<file path="config.mk">
export PLATFORM = sky130hd
export DESIGN_NAME = cyk_mulmod
export DESIGN_NICKNAME = d
export VERILOG_FILES = /design/src/design/cyk_pkg.sv /design/src/design/cyk_mulmod.sv
export SDC_FILE = /design/constraint.sdc
export NUM_CORES = 1
export LEC_CHECK = 0
export BUFFER_PORTS_ARGS = -buffer_cell sky130_fd_sc_hd__buf_2
export CORE_MARGIN = 10
export CORE_UTILIZATION = 45
export CTS_BUF_LIST = sky130_fd_sc_hd__clkbuf_16
export CTS_CLUSTER_DIAMETER = 60
export CTS_CLUSTER_SIZE = 25
export DETAILED_ROUTE_END_ITERATION = 8
export PLACE_DENSITY = 0.67
export SYNTH_ARGS = -nofsm -noshare
export SYNTH_HDL_FRONTEND = slang
export SYNTH_SLANG_ARGS = --single-unit
</file>
<file path="constraint.sdc">
create_clock -name clk -period 6.1 [get_ports clk]
set_clock_uncertainty 0.15 [all_clocks]
set_input_delay 0.305 -clock clk [delete_from_list [all_inputs] [get_ports clk]]
set_output_delay 0.305 -clock clk [all_outputs]
set_load 0.01 [all_outputs]
</file>
<file path="src/design/cyk_pkg.sv">
// shared constants, codes and helpers of the derivation counter
package cyk_pkg;

  localparam int MAX_WORD   = 32;
  localparam int MAX_RULES  = 64;
  localparam int NUM_NT     = 26;
  localparam int WORD_AW    = $clog2(MAX_WORD);
  localparam int LEN_W      = $clog2(MAX_WORD + 1);
  localparam int RULE_AW    = $clog2(MAX_RULES);
  localparam int RCNT_W     = $clog2(MAX_RULES + 1);
  localparam int NT_W       = 5;
  localparam int SYM_W      = 8;
  localparam int OP_W       = 3;
  localparam int ST_W       = 2;
  localparam int CNT_W      = 30;
  localparam int TRULE_W    = NT_W + SYM_W;
  localparam int BRULE_W    = 3 * NT_W;
  localparam int SPAN_AW    = NT_W + 2 * WORD_AW;
  localparam int SPAN_DEPTH = NUM_NT << (2 * WORD_AW);

  localparam logic [CNT_W-1:0] PRIME = CNT_W'(1000000007);

  typedef enum logic [OP_W-1:0] {
    OP_TERM   = 3'd0,
    OP_BINARY = 3'd1,
    OP_APPEND = 3'd2,
    OP_RUN    = 3'd3,
    OP_CLEAR  = 3'd4
  } op_t;

  typedef enum logic [ST_W-1:0] {
    ST_OK    = 2'd0,
    ST_FULL  = 2'd1,
    ST_EMPTY = 2'd2
  } status_t;

  // sum of two residues, reduced once
  function automatic logic [CNT_W-1:0] add_mod(input logic [CNT_W-1:0] a,
                                               input logic [CNT_W-1:0] b);
    logic [CNT_W:0] s;
    s = {1'b0, a} + {1'b0, b};
    if (s >= {1'b0, PRIME}) s = s - {1'b0, PRIME};
    return s[CNT_W-1:0];
  endfunction

endpackage

</file>
<file path="src/design/cyk_mulmod.sv">
// bit-serial modular multiplier, one multiplier bit per cycle
module cyk_mulmod import cyk_pkg::*; (
  input  logic             clk,
  input  logic             rst_n,
  input  logic             start,
  input  logic [CNT_W-1:0] x,
  input  logic [CNT_W-1:0] y,
  output logic             done,
  output logic [CNT_W-1:0] prod
);

  localparam int BIT_W = $clog2(CNT_W);

  logic             busy_r, busy_nxt;
  logic             done_r, done_nxt;
  logic [BIT_W-1:0] cnt_r, cnt_nxt;
  logic [CNT_W-1:0] x_r, x_nxt;
  logic [CNT_W-1:0] y_r, y_nxt;
  logic [CNT_W-1:0] p_r, p_nxt;
  logic [CNT_W:0]   dbl;
  logic [CNT_W:0]   dbl_red;

  always_comb begin
    dbl = {p_r, 1'b0};
    if (dbl >= {1'b0, PRIME}) dbl_red = dbl - {1'b0, PRIME};
    else dbl_red = dbl;
  end

  always_comb begin
    busy_nxt = busy_r;
    done_nxt = 1'b0;
    cnt_nxt  = cnt_r;
    x_nxt    = x_r;
    y_nxt    = y_r;
    p_nxt    = p_r;
    if (start) begin
      busy_nxt = 1'b1;
      cnt_nxt  = BIT_W'(CNT_W - 1);
      x_nxt    = x;
      y_nxt    = y;
      p_nxt    = '0;
    end else if (busy_r) begin
      // msb first: p = 2p + bit*x, kept below the prime
      p_nxt = y_r[CNT_W-1] ? add_mod(dbl_red[CNT_W-1:0], x_r) : dbl_red[CNT_W-1:0];
      y_nxt = {y_r[CNT_W-2:0], 1'b0};
      cnt_nxt = cnt_r - 1'b1;
      if (cnt_r == '0) begin
        busy_nxt = 1'b0;
        done_nxt = 1'b1;
      end
    end
  end

  always_ff @(posedge clk) begin
    if (!rst_n) begin
      busy_r <= 1'b0;
      done_r <= 1'b0;
    end else begin
      busy_r <= busy_nxt;
      done_r <= done_nxt;
    end
    cnt_r <= cnt_nxt;
    x_r   <= x_nxt;
    y_r   <= y_nxt;
    p_r   <= p_nxt;
  end

  assign done = done_r;
  assign prod = p_r;

endmodule

</file>
==> summary.md <==
| Metric | Value |
|---|---|
| Status | finished, final reports clean |
| Ys flop type | edfxtp_1 |
| Clock Pin Slew Worst Setup and Hold Paths | 0.07 ns |
| Worst Hold Class | primary input to flip-flop |
| Initial drt markers | 471 |
| Worst Path Arrival | 6.00 ns |
| DRC Markers | 0 |
| Hold Path Depth | 2 |
| First-pass GRT wire length | 33.7 mm |
| Hold Path End | y_r[0] |
| Max-cap violations | 0 |
| Peak supply drop | 0.000155 V |
| Root buf cell | clkbuf_16 |
| Mapped Area | 7220 um2 |
| Largest net degree at the start of global routing | 67 |
| Synth Instances | 814 |
| Post-route setup slack | 0.193 ns |
| Crit path kind | flip-flop to flip-flop |
| H-tree levels | 3 |
| Final Net Count | 1060 |
| Post-DRT Antenna Nets | 0 |
| Syn_nets | 911 |
| Rel. slew slack | 15.2% |
| Mean Syn Cell Area | 8.87 um2 |
| TritonCTS clock tree | done |
| Cell taking the most area after synthesis | edfxtp_1 |
| Io pins | 94 |
| Commonest cells post-synth | a21oi_1 (76), nand2_1 (69), nor2_1 (61) |
| XOR/XNOR share of the synthesized area | 6.89% |
| Share of the synthesized area in the top cell type | 24.9% |
| Main combinational cell family by area after synthesis | compound AO/OA/AOI/OAI gates |
| Critical Path Start Type | flip-flop |
| Core Area | 15800 um2 |
| Antenna fix cells | 0 |
| Post-synth EDFFs | 60 |
| Synth area leaders | edfxtp_1 (25%), dfxtp_1 (10%), ha_1 (5.7%), a21oi_1 (5.3%), mux2_2 (4.5%) |
| Post-synthesis adder-cell area fraction | 5.99% |
| Final instance area | 9190 um2 |
| Clock Sinks | 97 |
| WL/cell | 18.5 um |
| Final critical-path share of the clock period | 96.8% |
| Crit path time final | 5.91 ns |
| Worst Setup SP | prod[7] |
| Routed wire length | 21.9 mm |
| Filler cell count | 1376 |
| Die ar. | 21500 um2 |
| Placed inst area | 8060 um2 |
| Count leader, synth | a21oi_1 |
| Number of synthesized register bits | 97 |
| Worst hold slack | 0.0801 ns |
| Row count | 46 |
| Worst r2r dst | prod[23] |
| GPL Wtd Cong | 0.973 |
| Crit-path max FO | 8 |
| Initial antenna violation count | 0 |
| DP HPWL | 16.2 mm |
| Worst Path Required | 6.20 ns |
| Starting Density | 45.6% |
| GRT overflow | 0 |
| Count of final hold-check violations | 0 |
| Vias in the first global route | 6384 |
| Slew @ Worst Pin | 1.27 ns |
| Critical Path Sink Type | flip-flop |
| Max Clk Rate | 169 MHz |
| Post-synthesis mux area share | 5.21% |
| Dpl ws | -0.0574 ns |
| Total CTS buffers | 9 |
| Layout cells sized above 1 | 27.7% |
| Sequential fraction of the synthesis area | 35.2% |
| Die X | 147 um |
| Final Max Slew Viols | 0 |
| Slowest stage delay, CP | 0.48 ns |
| Setup slack, reg-to-reg | 0.19 ns |
| Hold path startpoint | y[0] |
| Synth cell types | 80 |
| P per Cell Area | 333 nW/um2 |
| GRT Util Overall | 19.2% |
| I/O Buffers | 93 |
| Routed via count | 6909 |
| Compound-Gate Fraction of Synth Area | 24.8% |
| Die Ht | 147 um |
| Worst Reg-to-Reg Cells | 25 |
| Static Leak | 3.86 nW |
| Final setup fails | 0 |
| Synth Area in Simple Gates | 18.6% |
| RR Startpoint | prod[7] |
| Area delta synth->final | 27.2% |
| Async SR Flop Fraction | 0% |
| Drt via density | 5.84 |
| Synth warn | 0 |
| Pre-antenna DRT Iters | 5 |
| Critical path's slowest cell | a2111o_1 |
| Clock insertion delay at the later pin of the skew report | 0.36 ns |
| Max clock buf depth | 2 |
==> cell usage in the layout (no fill, tap or decap), drive strengths merged, types with 10 or more instances in the layout <==
cell type / Yosys / final
nand3: 20 / 20
nand2: 71 / 71
inv: 21 / 25
xnor2: 29 / 29
and2: 11 / 11
a21o: 23 / 23
edfxtp: 60 / 60
ha: 33 / 33
xor2: 27 / 27
and3: 16 / 16
nor2: 61 / 61
nand2b: 20 / 20
dlygate4sd3: 0 / 31
dfxtp: 37 / 37
o21ai: 54 / 54
clkbuf: 27 / 10
nor3: 21 / 21
mux2: 29 / 29
a31oi: 14 / 14
o211ai: 13 / 13
a21oi: 76 / 76
or3: 10 / 10
buf: 9 / 142
==> logic make-up after synthesis <==
logic type | Yosys count
compound gates | 268
simple gates | 268
flops | 97
buf+inv | 57
xor+xnor | 56
mux | 34
fa+ha+maj | 34
==> registers in the layout (all words and copies together) (netlist names) <==
name    flops
prod       30
x_r        30
y_r        30
cnt_r       5
busy_r      1
done        1
==> per-layer routing <==
layer	vias up	wire (um)	global-route usage [%]
met5	-	0	0
met4	0	516	4.70
met3	32	1260	4.24
met2	205	10600	32.9
met1	3300	9470	23.8
li1	3372	-	-
==> final cells by class <==
| cell class | instances | area [um2] | area share [%] |
|---|---|---|---|
| clock inverters | 7 | 46.3 | 0.504 |
| inverters | 21 | 81.3 | 0.885 |
| multi-input cells | 660 | 4820 | 52.5 |
| clock buffers | 9 | 225 | 2.45 |
| flip-flops and latches | 97 | 2550 | 27.7 |
| well taps | 216 | 270 | 2.94 |
| repair buffers | 174 | 1190 | 13.0 |
==> stage by stage <==
step	power (mW)	instances	TNS (ns)	utilization (%)
floorplan	1.83	814	0	-
global placement	2.25	1120	0	50.9
detailed placement	2.25	1120	-0.125	50.9
CTS	2.83	1167	0	54.8
global route	3.25	1184	-0.394	58.0
finish	3.06	1184	0	58.0
==> worst max-delay path by stage <==
| stage | end | slack [ns] | depth (start not counted) |
|---|---|---|---|
| 2_1_floorplan | prod[28] | 0.28 | 26 |
| 3_3_place_gp | prod[3] | 0.1 | 24 |
| 3_5_place_dp | prod[3] | -0.06 | 24 |
| 4_1_cts | prod[3] | 0.01 | 24 |
| 5_1_grt | prod[16] | -0.06 | 27 |
| 6_report | prod[23] | 0.19 | 25 |
==> worst max-delay path: cells and delay by family, from the launching register on <==
family          cells  cell delay (ns)
compound gates     10             2.12
xor+xnor            3             0.61
fa+ha+maj           1             0.30
buf+inv             4             0.60
flops               1             0.36
simple gates        7             1.65
==> power by group <==
part | total [mW] | leakage (nW) | switching, mW | internal [mW]
registers | 0.830 | 0.899 | 0.0594 | 0.770
clock network | 0.543 | 0.139 | 0.266 | 0.277
logic | 1.69 | 2.82 | 0.972 | 0.718
total | 3.06 | 3.86 | 1.30 | 1.77
==> what timing repair did <==
action / 4_1_cts / 5_1_grt
gates resized for setup: 6 / 82
hold buffers: 31 / 0
buffers inserted: 0 / 16
pin swaps: 0 / 30
hold endpoints to repair: 31 / 0
gates cloned: 0 / 1
endpoints found under the setup margin: 11 / 30
No activity file was read; power rests on OpenSTA's default activity.
