File: src/design/cyk_ram.sv
// generic single-write single-read synchronous ram
module cyk_ram #(
  parameter int DEPTH = 64,
  parameter int WIDTH = 8
) (
  input  logic                     clk,
  input  logic                     we,
  input  logic [$clog2(DEPTH)-1:0] waddr,
  input  logic [WIDTH-1:0]         wdata,
  input  logic                     re,
  input  logic [$clog2(DEPTH)-1:0] raddr,
  output logic [WIDTH-1:0]         rdata
);

  logic [WIDTH-1:0] mem [DEPTH];

  always_ff @(posedge clk) begin
    if (we) mem[waddr] <= wdata;
    if (re) rdata <= mem[raddr];
  end

endmodule

File: config.mk
export PLATFORM = sky130hd
export DESIGN_NAME = cyk_ram
export DESIGN_NICKNAME = d
export VERILOG_FILES = /design/src/design/cyk_ram.sv
export SDC_FILE = /design/constraint.sdc
export NUM_CORES = 1
export LEC_CHECK = 0
export BUFFER_PORTS_ARGS = -buffer_cell sky130_fd_sc_hd__buf_2
export CAP_MARGIN = 20
export CORE_AREA = 8 8 201 203
export DETAILED_ROUTE_END_ITERATION = 8
export DIE_AREA = 0 0 209 211
export PLACE_DENSITY = 0.71
export SYNTH_ARGS = -nofsm -noshare
export SYNTH_HDL_FRONTEND = slang
export SYNTH_SLANG_ARGS = --single-unit
export TNS_END_PERCENT = 30
File: constraint.sdc
create_clock -name clk -period 3.9 [get_ports clk]
set_clock_uncertainty 0.15 [all_clocks]
set_input_delay 1.17 -clock clk [delete_from_list [all_inputs] [get_ports clk]]
set_output_delay 1.17 -clock clk [all_outputs]
set_load 0.005 [all_outputs]
==> flow_summary_export.csv, run 1 <==
group,metric,value,unit
floorplan,initial_core_util,54.5,%
timing,setup_slack,750,ps
synth,synth_top_cell_area_share,77.1,%
floorplan,core_area,37100,µm²
drt,num_vias,9906,
floorplan,ioPinCount,31,
synth,synth_top_cell_by_area,"edfxtp_1",
clock_tree,cts_inserted_buffers,51,
run,drv_cap,0,
worst_setup_path,max_stage_delay,530,ps
timing,rsz0062_at_grt,"false",
synth,synth.cell_area,20200,µm²
global_routing,grt_max_degree,65,
timing,tightest_slew,712,ps
drt,routedWlPerCell,27.4,µm
global_routing,grt_pass1_wl,65400,µm
timing,holdWs,795,ps
clock_tree,cts.path.max_buffers,3,
layout,drive_gt1_share,31.7,%
placement,preCtsSetupSlack,127,ps
worst_setup_path,cp-start-kind,"input pin",
worst_setup_path,slowest_stage,"mux4_2",
worst_setup_path,cp_cell_sequence,"clkbuf_8 -> buf_12 -> mux4_2 -> mux2_2 -> o221a_2 -> nor3_1 -> o32ai_1",
layout,insertedDiodeCount,0,
drt,detail_route.iter0.violations,1002,
run_status,status,"complete, no violations",
synth,yosys-top-cells-count,"edfxtp_1 (520), mux4_2 (126), nor2_1 (83)",
worst_setup_path,arrival,3300,ps
synth,async_reset_ff_share,0,%
global_routing,grt_usage,19.9,%
timing,slew_headroom,52.6,%
timing,fmax,0.317,GHz
global_routing,grt_pass1_vias,10181,
clock_tree,cts_resized,0,
timing,setup_viol,0,
timing,setup-tns-final,0,ps
worst_setup_path,critPathCaptureType,"flip-flop",
floorplan,std_cell_rows,71,
drt,antenna_left,0,
synth,yosysSeqAreaShare,77.1,%
global_routing,grt_overflow,0,
synth,synthCells,940,
drt,wl,43800,µm
synth,synth_nets,963,
worst_setup_path,timing_worst_setup_path_type,"in -> reg",
clock_tree,path_clk_slew,60,ps
floorplan,die_w,209,µm
power,p_per_area,490,nW/µm²
synth,synth.distinct_cells,39,
synth,synth_seq_cells,520,
synth,netlist_top_cells_area,"edfxtp_1 (77%), mux4_2 (14%), nor2_1 (1.5%)",
worst_setup_path,worst-path-max-fanout,22,
worst_setup_path,critPathRequiredTime,4050,ps
layout,area_growth,14.5,%
layout,fin_nets,1108,
placement,dp_cells,1504,
timing,hold_viol_final,0,
layout,fin_area,23200,µm²
placement,io_buffers,30,
layout,fin_cells,1599,
synth,synth_most_common_cell,"edfxtp_1",
power,p_leak,7.46,nW
synth,ys.flop_type,"edfxtp_1",
placement,dpl.hpwl,27900,µm
placement,gp_congestion,0.839,
drt,dr.pass1.iters,5,
floorplan,die_h,211,µm
timing,period_share,80.8,%
placement,placed_area,21600,µm²
drt,viasPerCell,6.20,
floorplan,fp.dieArea,44100,µm²
global_routing,antenna_found_initial,2,
drt,drc_errors,0,
clock_tree,post-cts-setup-buffer-count,0,
clock_tree,cts_tree,"yes",
timing,finalCriticalPeriod,3150,ps
clock_tree,cts.sinks,520,
clock_tree,cts_hold_buf,0,
timing,drv_slew,0,
synth,synth_edf_count,520,
clock_tree,htree_levels,2,
clock_tree,clkLatencyLatePin,560,ps
min_path,holdCritPathClass,"reg -> reg",
power,vdd_drop_max,0.438,mV
synth,avgSynthCellArea,21.5,µm²
synth,ys_warn_count,0,
clock_tree,clk_root_buffer_cell,"clkbuf_16",
## sequential cells by signal (all words and copies together) (netlist names)
name,cells
rdata,8
mem,512
## layer usage
| metal | GRT usage, % | share of wire (%) |
|---|---|---|
| met1 | 28.7 | 42 |
| met2 | 31.3 | 48 |
| met5 | 0 | 0.069 |
| met4 | 6.00 | 2.9 |
| met3 | 3.52 | 7.7 |
## stage by stage
| stage | utilization [%] | power, W |
|---|---|---|
| 2_1_floorplan | - | 0.00666 |
| 3_3_place_gp | 58.2 | 0.00691 |
| 3_5_place_dp | 58.2 | 0.00692 |
| 4_1_cts | 62.3 | 0.0114 |
| 5_1_grt | 62.4 | 0.0117 |
| 6_report | 62.4 | 0.0114 |
## logic make-up after synthesis
family          Yosys count  synth area share [%]
buf+inv                  51                  1.56
mux                     162                  15.9
flops                   520                  77.1
simple gates            153                  3.37
compound gates           54                  2.06
## worst max-delay path, delay by kind of cell
| kind | cells | cell delay, ps |
|---|---|---|
| multiplexers | 2 | 820 |
| buffers and inverters | 2 | 520 |
| AO/OA/AOI/OAI | 2 | 420 |
| AND/OR/NAND/NOR | 1 | 350 |
## layout make-up
cell class,instances,area (µm²)
Tap cell,474,593
Timing Repair Buffer,143,1110
Clock inverter,27,165
Sequential cell,520,15600
Multi-Input combinational cell,369,4320
Fill cell,2561,14000
Clock buffer,66,1380
## report_power, final
part | leakage [nW] | switching (W) | internal (W)
combinational | 2.02 | 0.000350 | 0.000240
sequential | 4.69 | 0.0000160 | 0.00620
clock | 0.759 | 0.00201 | 0.00255
## worst paths after layout
kind	from	end	slack, ps	cells after the start
worst max register to register	mem[29][6]	rdata[6]	1590	5
worst max-delay path	raddr[0]	rdata[6]	750	7
worst min-delay path	mem[18][0]	rdata[0]	790	4
worst min register to register	mem[18][0]	rdata[0]	790	4
## placed cells by master (no fill, tap or decap), types with 3 or more instances in the layout
master / count
a211oi_1: 4
a21oi_1: 3
a221oi_1: 6
a22oi_1: 3
buf_12: 8
buf_2: 27
buf_4: 107
clkbuf_1: 13
clkbuf_16: 53
clkinv_1: 7
clkinv_2: 15
clkinvlp_4: 3
edfxtp_1: 520
mux2_2: 13
mux2i_1: 23
mux4_2: 126
nand2_1: 19
nand2b_1: 7
nand3_1: 13
nand3b_1: 3
nor2_1: 83
nor2b_1: 14
nor3_1: 7
o2111ai_1: 3
o221ai_1: 8
o22ai_1: 8
o2bb2ai_1: 3
Power figures use the tool's default switching activity.
==> inputs of run 2 (changes only) <==
==> constraint.sdc (replaced) <==
create_clock -name clk -period 3 [get_ports clk]
set_clock_uncertainty 0.15 [all_clocks]
set_input_delay 0.9 -clock clk [delete_from_list [all_inputs] [get_ports clk]]
set_output_delay 0.9 -clock clk [all_outputs]
set_load 0.005 [all_outputs]
==> run 2 against run 1 <==
Critical path depth unchanged; worst hold slack worse by 220 ps; design area up 1.9%; power up 33%; critical path type unchanged; critical endpoint is now rdata[5]; largest cell class unchanged; largest power group unchanged.
==> flow_summary_export.csv, run 2 (synthesis results as in run 1) <==
group,metric,value,unit
worst_setup_path,critPathCaptureType,"flip-flop",
worst_setup_path,critPathRequiredTime,3170,ps
drt,viasPerCell,6.22,
timing,drv_slew,0,
layout,fin_area,23600,µm²
placement,placed_area,22000,µm²
worst_setup_path,worst-path-max-fanout,23,
timing,hold_viol_final,0,
placement,dp_cells,1541,
drt,wl,44900,µm
timing,rsz0062_at_grt,"false",
drt,num_vias,10133,
clock_tree,cts_resized,0,
layout,top_register,"mem",
clock_tree,post-cts-setup-buffer-count,0,
min_path,hold_path.startpoint,"re",
worst_setup_path,regToRegSetupSlack,510,ps
placement,io_buffers,30,
min_path,whs_path_depth,1,
min_path,holdCritPathClass,"in -> reg",
clock_tree,cts_inserted_buffers,50,
drt,drc_errors,0,
global_routing,grt_overflow,0,
clock_tree,clkLatencyLatePin,570,ps
power,vdd_drop_max,0.481,mV
layout,largest_reg_flops,512,
floorplan,die_w,209,µm
global_routing,grt_usage,20.6,%
clock_tree,clk_root_buffer_cell,"clkbuf_16",
clock_tree,cts_tree,"yes",
worst_setup_path,rr_endpoint,"rdata[5]",
power,p_per_area,641,nW/µm²
worst_setup_path,cp-start-kind,"input pin",
global_routing,grt_max_degree,65,
placement,preCtsSetupSlack,-459,ps
global_routing,grt_pass1_vias,10447,
drt,routedWlPerCell,27.6,µm
timing,setup_slack,85.4,ps
timing,fmax,0.343,GHz
worst_setup_path,r2r_cells,5,
timing,setup_viol,0,
timing,tightest_slew,911,ps
placement,gp_congestion,0.844,
global_routing,grt_pass1_wl,66800,µm
clock_tree,cts.path.max_buffers,3,
layout,fin_cells,1630,
clock_tree,cts_hold_buf,0,
clock_tree,htree_levels,2,
timing,period_share,97.2,%
clock_tree,path_clk_slew,60,ps
floorplan,initial_core_util,54.5,%
floorplan,fp.dieArea,44100,µm²
floorplan,std_cell_rows,71,
clock_tree,cts.sinks,520,
floorplan,ioPinCount,31,
global_routing,antenna_found_initial,4,
min_path,hold-path-endpoint,"rdata[7]",
drt,dr.pass1.iters,5,
layout,largestRegisters,"mem x512, rdata x8",
timing,holdWs,573,ps
timing,finalCriticalPeriod,2910,ps
layout,drive_gt1_share,33.9,%
layout,area_growth,16.6,%
layout,final_common_cell,"edfxtp_1",
floorplan,die_h,211,µm
worst_setup_path,r2r-start,"mem[2][5]",
worst_setup_path,arrival,3080,ps
layout,fin_nets,1142,
worst_setup_path,timing_worst_setup_path_type,"in -> reg",
timing,slew_headroom,37.7,%
drt,detail_route.iter0.violations,993,
placement,dpl.hpwl,28900,µm
layout,fillers,2455,
run,drv_cap,0,
drt,antenna_left,0,
power,p_leak,7.69,nW
floorplan,core_area,37100,µm²
layout,final_cell_mix,"edfxtp_1 (520), buf_4 (135), mux4_2 (126), nor2_1 (83), clkbuf_16 (51)",
run_status,status,"complete, no violations",
[run 2: layout make-up]
cell class | instances | area, µm² | area share (%)
timing repair buffer | 178 | 1460 | 6.20
tap | 474 | 593 | 2.51
multi-input combinational | 369 | 4320 | 18.3
sequential | 520 | 15600 | 66.1
antenna | 1 | 2.50 | 0.0106
clock inverter | 30 | 319 | 1.35
clock buffer | 58 | 1300 | 5.52
[run 2: worst max-delay path, cell delays in order]
cell and delay (ps):
clkbuf_8 150, buf_12 230, mux4_2 530, nor2b_1 140, a2111oi_0 810, buf_4 240
o41ai_1 70
[run 2: where the power goes]
part | internal (W) | total (W) | switching, W
logic | 0.000353 | 0.000823 | 0.000470
registers | 0.00806 | 0.00808 | 0.0000226
clock network | 0.00363 | 0.00623 | 0.00260
[run 2: worst max path at each step]
stage               startpoint       end  slack, ps  cells after the start
floorplan             raddr[1]  rdata[3]        140                      7
global placement      raddr[0]  rdata[5]       -490                      7
detailed placement    raddr[0]  rdata[5]       -460                      7
CTS                   raddr[0]  rdata[5]        140                      7
global route          raddr[0]  rdata[5]         20                      7
finish                raddr[0]  rdata[5]         90                      7
[run 2: stage by stage]
stage	util, %	total power [W]	TNS [ps]
floorplan	-	0.00865	0
CTS	63.6	0.0152	0
global placement	59.2	0.00904	-1960
finish	63.6	0.0151	0
global route	63.6	0.0155	0
detailed placement	59.2	0.00906	-2050
[run 2: metal layers]
metal  track usage [%]  up-vias  wire length, µm
li1                  -     4299                -
met1              28.0     5305            18300
met2              32.9      416            21500
met3              4.63      107             3690
met4              7.07        6             1460
met5                 0        -               34
